### config.mk
export PLATFORM = sky130hd
export DESIGN_NAME = mau_modred
export DESIGN_NICKNAME = d
export VERILOG_FILES = /design/src/hw/rtl/mau_pkg.sv /design/src/hw/rtl/mau_modred.sv
export SDC_FILE = /design/constraint.sdc
export NUM_CORES = 1
export LEC_CHECK = 0
export BUFFER_PORTS_ARGS = -buffer_cell sky130_fd_sc_hd__buf_2
export CAP_MARGIN = 10
export CORE_UTILIZATION = 51
export CTS_CLUSTER_DIAMETER = 40
export DETAILED_ROUTE_END_ITERATION = 10
export PLACE_DENSITY = 0.76
export SETUP_SLACK_MARGIN = 0.4
export SYNTH_ARGS = -nofsm -noshare
export SYNTH_HDL_FRONTEND = slang
export SYNTH_SLANG_ARGS = --single-unit
### constraint.sdc
create_clock -name clock -period 3 [get_ports clock]
set_clock_uncertainty 0.05 [all_clocks]
set_input_delay 0.6 -clock clock [delete_from_list [all_inputs] [get_ports clock]]
set_output_delay 0.6 -clock clock [all_outputs]
set_load 0.03 [all_outputs]
### src/hw/rtl/mau_pkg.sv
// ----------------------------------------------------------------------------
// Modular arithmetic unit package
// Shared types, command codes and constants of the modular arithmetic unit.
// ----------------------------------------------------------------------------
`default_nettype none

package mau_pkg;

   localparam int unsigned ResW = 31;
   localparam int unsigned ExpW = 63;
   localparam int unsigned RawW = 64;
   localparam logic [ResW-1:0] ModulusReset = 31'd1000000007;

   typedef enum logic [3:0] {
      CMD_ADD = 4'd0,
      CMD_SUB = 4'd1,
      CMD_MUL = 4'd2,
      CMD_DIV = 4'd3,
      CMD_POW = 4'd4,
      CMD_INV = 4'd5,
      CMD_NEG = 4'd6,
      CMD_RED = 4'd7,
      CMD_INC = 4'd8,
      CMD_DEC = 4'd9
   } cmd_type;

   typedef struct packed {
      logic [3:0]      cmd;
      logic [ResW-1:0] left;
      logic [ResW-1:0] right;
      logic [ExpW-1:0] exponent;
      logic [RawW-1:0] raw;
   } req_type;

   typedef struct packed {
      logic [ResW-1:0] value;
      logic            no_inverse;
      logic            bad_operand;
      logic            operands_equal;
   } rsp_type;

   typedef enum logic [3:0] {
      ST_IDLE,
      ST_DECODE,
      ST_RED_START,
      ST_RED_WAIT,
      ST_MUL_START,
      ST_MUL_WAIT,
      ST_POW_STEP,
      ST_POW_SQ_WAIT,
      ST_INV_START,
      ST_INV_WAIT,
      ST_DIV_MUL,
      ST_DONE
   } state_type;

   typedef enum logic [1:0] {
      INV_IDLE,
      INV_CHECK,
      INV_DIVIDE,
      INV_UPDATE
   } inv_state_type;

endpackage

`default_nettype wire

### src/hw/rtl/mau_modred.sv
// ----------------------------------------------------------------------------
// Bit-serial modular reducer
// Computes x mod m for a 64-bit x, one dividend bit per cycle by shift and
// conditional subtract. Also serves a*b mod m by feeding the product.
// ----------------------------------------------------------------------------
`default_nettype none

module mau_modred (
   input  wire logic                      clock,
   input  wire logic                      reset,
   input  wire logic                      start,
   input  wire logic [63:0]               dividend,
   input  wire logic [mau_pkg::ResW-1:0]  modulus,
   output logic                           done,
   output logic [mau_pkg::ResW-1:0]       remainder
);
   import mau_pkg::*;

   logic [63:0]     x_ff, x_in;
   logic [ResW:0]   r_ff, r_in;
   logic [6:0]      cnt_ff, cnt_in;
   logic            busy_ff, busy_in;
   logic            done_ff, done_in;
   logic [ResW+1:0] shifted;

   always_comb begin
      x_in    = x_ff;
      r_in    = r_ff;
      cnt_in  = cnt_ff;
      busy_in = busy_ff;
      done_in = 1'b0;
      shifted = {r_ff, x_ff[63]};
      if (start) begin
         x_in    = dividend;
         r_in    = '0;
         cnt_in  = 7'd0;
         busy_in = 1'b1;
      end else if (busy_ff) begin
         // Remainder stays below m, so one subtract per bit suffices.
         if (shifted >= {2'b00, modulus}) begin
            shifted = shifted - {2'b00, modulus};
         end
         r_in   = shifted[ResW:0];
         x_in   = {x_ff[62:0], 1'b0};
         cnt_in = cnt_ff + 7'd1;
         if (cnt_ff == 7'd63) begin
            busy_in = 1'b0;
            done_in = 1'b1;
         end
      end
   end

   always_ff @(posedge clock) begin
      if (reset) begin
         busy_ff <= 1'b0;
         done_ff <= 1'b0;
      end else begin
         busy_ff <= busy_in;
         done_ff <= done_in;
      end
      x_ff   <= x_in;
      r_ff   <= r_in;
      cnt_ff <= cnt_in;
   end

   assign done      = done_ff;
   assign remainder = r_ff[ResW-1:0];

endmodule

`default_nettype wire

==> results.md <==
* Met2 routed WL at 8490 um
* Crit Path Class: in2reg
* Final Hold Vio Count at 0
* IO Count at 130
* Tmin final at 3030 ps
* Synth area leaders: edfxtp_1, dfxtp_1, mux2_2
* Final setup fails at 1
* Critical path peak fanout at 5
* Final ANT Viol Nets at 0
* # rows at 40
* GRT Overall Usage at 0.257
* Tcrit/Tclk final at 1.01
* WP data required at 3200 ps
* Initial antenna violation count at 0
* Met3 WL at 847 um
* Clock slew at reported path FFs at 80 ps
* Mapped Nets at 763
* Relative slew slack at 0.465
* Placed insts at 913
* Num CTS Buffers at 9
* DR top layer: met4
* Area Growth Syn to Fin at 36.1%
* Status: finished with violations
* Filler cell count in the final layout at 841
* Ys Warns at 0
* RSZ-0062 raised after global routing: true
* M1 WL at 7360 um
* Final slew viol count at 0
* Die Ht at 115 um
* Max-Cap Viols at 0
* Starting Density at 0.531
* Post-Syn Area at 6460 um2
* Mapped Cells at 632
* Buffer levels on the longest clock path at 2
* Distinct cells, synth at 63
* Critical Path Source Type: primary input
* Diode count at 0
* Yosys reg bits at 105
* Sequential standard cell area at 2760 um2
* Most used DFF post-synth: edfxtp_1
* Post-synth ARST share at 0
* Layout cell share with drive strength beyond 1 at 0.507
* Failing checks: setup timing
* Port Buffers at 129
* Vias in the first global route at 5338
* Pwr/cell area at 550 nW/um2
* Largest net degree at the start of global routing at 105
* Yosys top cell area share at 0.297
* CTS Sinks at 105
* GPL Wtd Cong at 0.863
* Syn_area_per_cell at 10.2 um2
* WHS at 349 ps
* Footprint of the multi-input gates at 3800 um2
* Maximum VDD drop at 309 uV
* First-pass GRT wire length at 26000 um
* CTS tree: built
* CTS HTree Levels at 3
* First-iteration detailed-routing DRC count at 356
* Crit. End Element: flop
* Worst Slack Setup Final at -25.6 ps
* Via count at 5534
* Post-Layout Inst Area at 8800 um2
* Fin cells at 979
* Placed instance area at 7450 um2
* Hpwl dp at 10200 um
* Hold Path Class: in2reg
* Clock root buffer master: clkbuf_16
* WL final at 17200 um
* Routed WL per cell at 17.5 um
* Post-synth EDFFs at 64
* DIE AREA at 13100 um2
* Routed vias/inst at 5.65
* DRC viols at 0
* Gr ovfl total at 0
* Nets at 937
* P_leak at 3.77 nW
* Register area share after synthesis at 0.424
* Core ar. at 12200 um2
* TritonRoute pass-1 iters at 5
* Area leader, netlist: edfxtp_1
* Die X at 115 um
* Clock latency on the worst-skew pair at 360 ps
* Max Freq at 331 MHz
* Arrival @ worst endpoint at 3230 ps
* Most frequent cells after synthesis: edfxtp_1, mux2_2, nor2_1, a21oi_1, dfxtp_1
* Worst Tran Pin Value at 802 ps
[what timing repair did]
| action | 4_1_cts | 5_1_grt |
|---|---|---|
| setup endpoints to repair | 32 | 32 |
| pin swaps | 44 | 35 |
| hold buffers | 0 | 0 |
| resized for setup | 72 | 50 |
| gates cloned | 4 | 1 |
| setup buffers | 34 | 11 |
[worst max-delay path, stage by stage]
cell	delay [ps]
buf_2	100
inv_2	70
ha_4	220
a21o_1	190
a21oi_1	280
a21oi_2	120
o21ai_2	280
o21ai_4	130
a211oi_4	380
buf_12	170
buf_8	110
buf_12	130
buf_4	110
a21oi_1	60
a211oi_1	270
[final cells by class]
| cell class | count | share of cell area |
|---|---|---|
| Inverter | 36 | 0.0161 |
| Tap cell | 168 | 0.0239 |
| Multi-Input combinational cell | 430 | 0.432 |
| Clock buffer | 9 | 0.0256 |
| Timing Repair Buffer | 224 | 0.182 |
| Clock inverter | 7 | 0.00683 |
| Sequential cell | 105 | 0.314 |
[per-stage QoR]
stage | power [W] | setup WS, ps | util | setup TNS [ps]
2_1_floorplan | 0.00274 | 138 | - | 0
4_1_cts | 0.00463 | 65.4 | 0.696 | 0
6_report | 0.00484 | -25.6 | 0.723 | -25.6
3_5_place_dp | 0.00308 | -218 | 0.612 | -3260
5_1_grt | 0.00504 | -104 | 0.723 | -319
3_3_place_gp | 0.00303 | -126 | 0.612 | -1880
[report_power, final]
part / internal (W) / switching, W / leakage, nW
logic: 0.000940 / 0.000934 / 2.64
registers: 0.00170 / 0.0000982 / 0.986
clock network: 0.000582 / 0.000590 / 0.142
total: 0.00322 / 0.00162 / 3.77
[kinds of logic (layout without fill, tap and decap cells)]
| family | after synthesis | count (layout) | share of synthesized area |
|---|---|---|---|
| buffers and inverters | 97 | 276 | 0.0803 |
| XOR/XNOR | 31 | 31 | 0.0420 |
| multiplexers | 73 | 73 | 0.125 |
| AND/OR/NAND/NOR | 144 | 144 | 0.106 |
| adder cells (fa/ha/maj) | 33 | 33 | 0.0651 |
| AO/OA/AOI/OAI | 149 | 149 | 0.157 |
| flip-flops | 105 | 105 | 0.424 |
[routing by layer]
metal  vias to the layer above  track usage
met5                         -            0
met4                         0        0.104
met1                      2696        0.318
met2                       171        0.440
li1                       2626            -
met3                        41       0.0513
[cell usage in the layout, fill, tap and decap left out, types with 18 or more instances in the layout]
master	count
dfxtp_1	30
buf_6	18
buf_4	68
a21oi_1	29
nand2_1	28
inv_1	30
a21o_1	19
a211oi_1	21
a21oi_2	19
nor2_1	47
mux2_2	64
edfxtp_1	64
buf_2	127
[registers in the layout, indices dropped and copies added, names as in the netlist]
name,count
cnt_ff,7
x_ff,64
busy_ff,1
done,1
r_ff,32
[final timing paths]
path	from	to	slack (ps)	cells after the start
hold / removal	reset	busy_ff	350	2
setup / recovery	modulus[3]	r_ff[17]	-30	15
hold reg to reg	cnt_ff[6]	cnt_ff[6]	450	2
setup reg to reg	r_ff[2]	r_ff[17]	0	13
Power figures use the tool's default switching activity.
