File: src/hw/rtl/mau_pkg.sv
// ----------------------------------------------------------------------------
// Modular arithmetic unit package
// Shared types, command codes and constants of the modular arithmetic unit.
// ----------------------------------------------------------------------------
`default_nettype none

package mau_pkg;

   localparam int unsigned ResW = 31;
   localparam int unsigned ExpW = 63;
   localparam int unsigned RawW = 64;
   localparam logic [ResW-1:0] ModulusReset = 31'd1000000007;

   typedef enum logic [3:0] {
      CMD_ADD = 4'd0,
      CMD_SUB = 4'd1,
      CMD_MUL = 4'd2,
      CMD_DIV = 4'd3,
      CMD_POW = 4'd4,
      CMD_INV = 4'd5,
      CMD_NEG = 4'd6,
      CMD_RED = 4'd7,
      CMD_INC = 4'd8,
      CMD_DEC = 4'd9
   } cmd_type;

   typedef struct packed {
      logic [3:0]      cmd;
      logic [ResW-1:0] left;
      logic [ResW-1:0] right;
      logic [ExpW-1:0] exponent;
      logic [RawW-1:0] raw;
   } req_type;

   typedef struct packed {
      logic [ResW-1:0] value;
      logic            no_inverse;
      logic            bad_operand;
      logic            operands_equal;
   } rsp_type;

   typedef enum logic [3:0] {
      ST_IDLE,
      ST_DECODE,
      ST_RED_START,
      ST_RED_WAIT,
      ST_MUL_START,
      ST_MUL_WAIT,
      ST_POW_STEP,
      ST_POW_SQ_WAIT,
      ST_INV_START,
      ST_INV_WAIT,
      ST_DIV_MUL,
      ST_DONE
   } state_type;

   typedef enum logic [1:0] {
      INV_IDLE,
      INV_CHECK,
      INV_DIVIDE,
      INV_UPDATE
   } inv_state_type;

endpackage

`default_nettype wire

File: src/hw/rtl/mau_inverse.sv
// ----------------------------------------------------------------------------
// Modular inverse unit
// Extended Euclid: finds a^-1 mod m when gcd(a, m) is 1, for odd and even
// moduli alike. Each quotient is found one bit per cycle.
// ----------------------------------------------------------------------------
`default_nettype none

module mau_inverse (
   input  wire logic                      clock,
   input  wire logic                      reset,
   input  wire logic                      start,
   input  wire logic [mau_pkg::ResW-1:0]  operand,
   input  wire logic [mau_pkg::ResW-1:0]  modulus,
   output logic                           done,
   output logic                           found,
   output logic [mau_pkg::ResW-1:0]       inverse
);
   import mau_pkg::*;

   // Invariants: s0*a = r0 (mod m), s1*a = r1 (mod m); s0, s1 stay below m.
   inv_state_type   state_ff, state_in;
   logic [ResW-1:0] r0_ff, r0_in, r1_ff, r1_in;
   logic [ResW-1:0] s0_ff, s0_in, s1_ff, s1_in;
   logic [ResW-1:0] dvd_ff, dvd_in, rem_ff, rem_in, prod_ff, prod_in;
   logic [4:0]      cnt_ff, cnt_in;
   logic            done_ff, done_in, found_ff, found_in;
   logic            qbit;
   logic [ResW:0]   trial, dbl, acc, diff;

   always_comb begin
      state_in = state_ff;
      r0_in    = r0_ff;
      r1_in    = r1_ff;
      s0_in    = s0_ff;
      s1_in    = s1_ff;
      dvd_in   = dvd_ff;
      rem_in   = rem_ff;
      prod_in  = prod_ff;
      cnt_in   = cnt_ff;
      done_in  = 1'b0;
      found_in = found_ff;
      trial    = {rem_ff, dvd_ff[ResW-1]};
      qbit     = 1'b0;
      dbl      = {prod_ff, 1'b0};
      acc      = '0;
      diff     = '0;
      if (start) begin
         r0_in    = operand;
         r1_in    = modulus;
         s0_in    = ResW'(1);
         s1_in    = '0;
         found_in = 1'b0;
         state_in = INV_CHECK;
      end else begin
         case (state_ff)
            INV_CHECK: begin
               if (r1_ff == '0) begin
                  // r0 is the gcd; an inverse exists only when it is one.
                  done_in  = 1'b1;
                  found_in = (r0_ff == ResW'(1));
                  state_in = INV_IDLE;
               end else begin
                  dvd_in   = r0_ff;
                  rem_in   = '0;
                  prod_in  = '0;
                  cnt_in   = '0;
                  state_in = INV_DIVIDE;
               end
            end
            INV_DIVIDE: begin
               // Long division of r0 by r1, most significant bit first. The
               // product of quotient and s1 mod m is built alongside it.
               qbit = (trial >= {1'b0, r1_ff});
               if (qbit) trial = trial - {1'b0, r1_ff};
               rem_in = trial[ResW-1:0];
               if (dbl >= {1'b0, modulus}) dbl = dbl - {1'b0, modulus};
               acc = qbit ? (dbl + {1'b0, s1_ff}) : dbl;
               if (acc >= {1'b0, modulus}) acc = acc - {1'b0, modulus};
               prod_in = acc[ResW-1:0];
               dvd_in  = {dvd_ff[ResW-2:0], 1'b0};
               cnt_in  = cnt_ff + 5'd1;
               if (cnt_ff == 5'(ResW - 1)) state_in = INV_UPDATE;
            end
            INV_UPDATE: begin
               r0_in = r1_ff;
               r1_in = rem_ff;
               s0_in = s1_ff;
               diff  = {1'b0, s0_ff} - {1'b0, prod_ff};
               s1_in = diff[ResW] ? ResW'(diff + {1'b0, modulus}) : diff[ResW-1:0];
               state_in = INV_CHECK;
            end
            default: ;
         endcase
      end
   end

   always_ff @(posedge clock) begin
      if (reset) begin
         state_ff <= INV_IDLE;
         done_ff  <= 1'b0;
         found_ff <= 1'b0;
      end else begin
         state_ff <= state_in;
         done_ff  <= done_in;
         found_ff <= found_in;
      end
      r0_ff   <= r0_in;
      r1_ff   <= r1_in;
      s0_ff   <= s0_in;
      s1_ff   <= s1_in;
      dvd_ff  <= dvd_in;
      rem_ff  <= rem_in;
      prod_ff <= prod_in;
      cnt_ff  <= cnt_in;
   end

   assign done    = done_ff;
   assign found   = found_ff;
   assign inverse = s0_ff;

endmodule

`default_nettype wire
File: config.mk
export PLATFORM = sky130hd
export DESIGN_NAME = mau_inverse
export DESIGN_NICKNAME = d
export VERILOG_FILES = /design/src/hw/rtl/mau_pkg.sv /design/src/hw/rtl/mau_inverse.sv
export SDC_FILE = /design/constraint.sdc
export NUM_CORES = 1
export LEC_CHECK = 0
export BUFFER_PORTS_ARGS = -buffer_cell sky130_fd_sc_hd__buf_2
export CORE_AREA = 2 2 275 250
export CTS_BUF_LIST = sky130_fd_sc_hd__clkbuf_2
export DETAILED_ROUTE_END_ITERATION = 8
export DIE_AREA = 0 0 277 252
export PLACE_DENSITY = 0.46
export SYNTH_ARGS = -nofsm -noshare
export SYNTH_HDL_FRONTEND = slang
export SYNTH_SLANG_ARGS = --single-unit
File: constraint.sdc
create_clock -name clock -period 17.7 [get_ports clock]
set_input_delay 0 -clock clock [delete_from_list [all_inputs] [get_ports clock]]
set_output_delay 0 -clock clock [all_outputs]
set_load 0.01 [all_outputs]
==> results_dict.tcl <==
set metrics [dict create \
    min_path_type "in -> reg" \
    ys.flop_type "edfxtp_1" \
    yosysWarnings 0 \
    gp_congestion 0.926 \
    grt_pass1_wl_um 103000 \
    reg2reg_slack_ns 8.65 \
    min_period_ns 9.05 \
    port_buffers 97 \
    rsz0062_at_grt "no" \
    dp_hpwl_um 51200 \
    whs_path_depth 5 \
    numCtsBuffers 73 \
    h-tree-depth 3 \
    drt_iter0_drc 1073 \
    grt_pass1_vias 17800 \
    peakVddDrop_v 0.0000356 \
    post_cts_resized 0 \
    cts_setup_buffers 0 \
    die_y_um 252 \
    avgViaCountPerCell 5.25 \
    synth_edf_count 160 \
    synth_area_mm2 0.0199 \
    synth_cell_types 80 \
    setup_viol 0 \
    syn_to_final_growth_pct 17.5 \
    min_to "prod_ff[0]$_SDFFCE_PN0P_" \
    antenna_found_initial 4 \
    yosysSeqAreaShare 0.308 \
    drv_cap 0 \
    crit_path_max_fanout 54 \
    cp-start-kind "flop" \
    cp_slowest_cell "or4b_2" \
    grt_overflow_total 0 \
    core_area_mm2 0.0667 \
    power_per_cell_area_mw_per_mm2 83.1 \
    cp.arrival_ns 9.95 \
    max_stage_delay_ns 0.60 \
    synthAdderAreaFrac 0.126 \
    drc 0 \
    synth_mux_area_frac 0.0819 \
    worst_pin_slew_ns 0.977 \
    finalHoldViolations 0 \
    synthXorXnorAreaFrac 0.0682 \
    fin_area_mm2 0.0234 \
    die_area_mm2 0.0698 \
    ys_ff_latch 226 \
    required_ns 18.60 \
    p_leak_uw 0.0101 \
    synth_top_family_by_area "compound AO/OA/AOI/OAI gates" \
    final_max_slew_viol_count 0 \
    wl_per_cell_um 19.6 \
    fin_tns_setup_ns 0 \
    fin_util 0.351 \
    reg2reg_to "prod_ff[0]$_SDFFCE_PN0P_" \
    cts-root-buf "clkbuf_2" \
    vias 18300 \
    syn-num-nets 2559 \
    slew_headroom 0.349 \
    nets 2812 \
    clkLatencyLatePin_ns 1.10 \
    path_common_cell "ha_1" \
    critPathKind "reg -> reg" \
    cts_sinks 226 \
    end_kind "flop" \
    synth-simple-area-share 0.156 \
    worstHoldStart "modulus[0]" \
    min_period_over_period 0.511 \
    syn_inst 2297 \
    grt_use_total 0.191 \
    wl_um 68100 \
    start_util 0.299 \
    cts_max_path_buffers 3 \
    max_freq_ghz 0.110 \
    rows 90 \
    grt_max_degree 72 \
    finClkSkew_ns 0.101 \
    rr_worst_depth 30 \
    ant_nets 0 \
    die_w_um 277 \
    clk_pin_slew_ns 0.15 \
    num_io_pins 98 \
    fillers 6948 \
    first_pass_iters 6 \
    synth_area_per_cell_um2 8.67 \
    synth_async_sr_flop_share 0 \
    synth_compound_area_frac 0.214 \
    reg2reg_from "prod_ff[17]$_SDFFCE_PN0P_" \
    dpl_cell_area_mm2 0.0213 \
    drive_gt1_frac 0.133 \
    tritoncts "done" \
    status "finished, final reports clean" \
]
## layout by cell type (no fill, tap or decap), types with 23 or more instances in the layout
cell,count
a211oi_1,41
a21o_1,79
a21oi_1,217
buf_2,96
clkbuf_2,104
dfxtp_1,66
dlygate4sd3_1,147
edfxtp_1,160
ha_1,189
inv_1,151
mux2_2,79
mux2i_1,73
nand2_1,180
nand3_1,42
nand4_1,23
nor2_1,221
nor3_1,41
o21a_1,25
o21ai_0,139
o21bai_1,28
xnor2_1,102
xor2_1,53
## where the power goes
| group | total, uW | internal (uW) | switching, uW |
|---|---|---|---|
| clock | 430 | 161 | 269 |
| sequential | 629 | 606 | 22.3 |
| combinational | 887 | 370 | 516 |
## routing by layer
layer / share of wire / track usage / up-vias / routed length, um
met4: 0.027 / 0.0635 / 0 / 1860
met5: 0 / 0 / - / 0
met3: 0.063 / 0.0337 / 126 / 4280
met1: 0.50 / 0.281 / 8562 / 34000
met2: 0.41 / 0.280 / 583 / 27900
li1: - / - / 8992 / -
## flip-flops by register name (all words and copies together), names as in the netlist
name / flops
s1_ff: 31
done: 1
dvd_ff: 31
state_ff: 2
found: 1
cnt_ff: 5
r1_ff: 31
inverse: 31
rem_ff: 31
prod_ff: 31
r0_ff: 31
## stage by stage
step                      total power, uW  hold WS, ns  std cells  setup slack, ns
after floorplan                      1290       0.0694       2297             9.14
final                                1950        0.163       3480             8.65
after global routing                 2090       0.0589       3478             8.18
after detailed placement             1480        0.242       3202             8.82
after global placement               1480        0.240       3202             8.94
after CTS                            1960       0.0441       3474             8.76
## logic make-up (layout without fill, tap and decap cells)
logic type               Yosys count  after routing
buffers and inverters            232            535
multiplexers                     153            153
AO/OA/AOI/OAI                    671            671
other                              0              6
AND/OR/NAND/NOR                  663            663
XOR/XNOR                         155            155
adder cells (fa/ha/maj)          197            197
flip-flops                       226            226
## layout make-up
type                       instances  area, um2  share of cell area
antenna                            6       15.0            0.000642
clock buffer                     104        520              0.0222
clock inverter                    21        109             0.00465
inverter                         152        571              0.0244
multi-input combinational       1839      12900               0.551
sequential                       226       6130               0.262
tap                              874       1090              0.0467
timing repair buffer             258       2070              0.0884
## worst max path at each step
stage / startpoint / endpoint / slack (ns) / cells past startpoint
after floorplan: state_ff[1]$_SDFFE_PP0P_ / cnt_ff[0]$_SDFFCE_PN0P_ / 9.14 / 4
after global placement: prod_ff[20]$_SDFFCE_PN0P_ / prod_ff[0]$_SDFFCE_PN0P_ / 8.94 / 30
after detailed placement: prod_ff[20]$_SDFFCE_PN0P_ / prod_ff[15]$_SDFFCE_PN0P_ / 8.82 / 30
after CTS: prod_ff[20]$_SDFFCE_PN0P_ / prod_ff[0]$_SDFFCE_PN0P_ / 8.76 / 30
after global routing: prod_ff[18]$_SDFFCE_PN0P_ / prod_ff[0]$_SDFFCE_PN0P_ / 8.18 / 30
final: prod_ff[17]$_SDFFCE_PN0P_ / prod_ff[0]$_SDFFCE_PN0P_ / 8.65 / 30
## critical path: cells and delay by family (launching register included)
family / cells / cell delay (ns)
compound gates: 14 / 3.59
fa+ha+maj: 3 / 1.05
mux: 3 / 1.10
buf+inv: 2 / 0.90
flops: 1 / 0.51
xor+xnor: 1 / 0.08
simple gates: 7 / 1.58
## Yosys cell counts (41+ instances only)
cell type	count	area share
xor2_1	53	0.023
nand3_1	42	0.011
a211oi_1	41	0.015
edfxtp_1	160	0.24
clkbuf_1	54	0.010
inv_1	152	0.029
nor3_1	41	0.010
ha_1	191	0.12
mux2i_1	73	0.037
o21ai_0	139	0.035
dfxtp_1	66	0.066
a21oi_1	217	0.055
a21o_1	79	0.030
nand2_1	181	0.034
xnor2_1	102	0.045
nor2_1	223	0.042
mux2_2	79	0.045
## repair_timing
item                                    CTS  global route
endpoints found under the hold margin   214             0
endpoints found under the setup margin    0             0
hold buffers                            147             0
No activity file was read; power rests on OpenSTA's default activity.
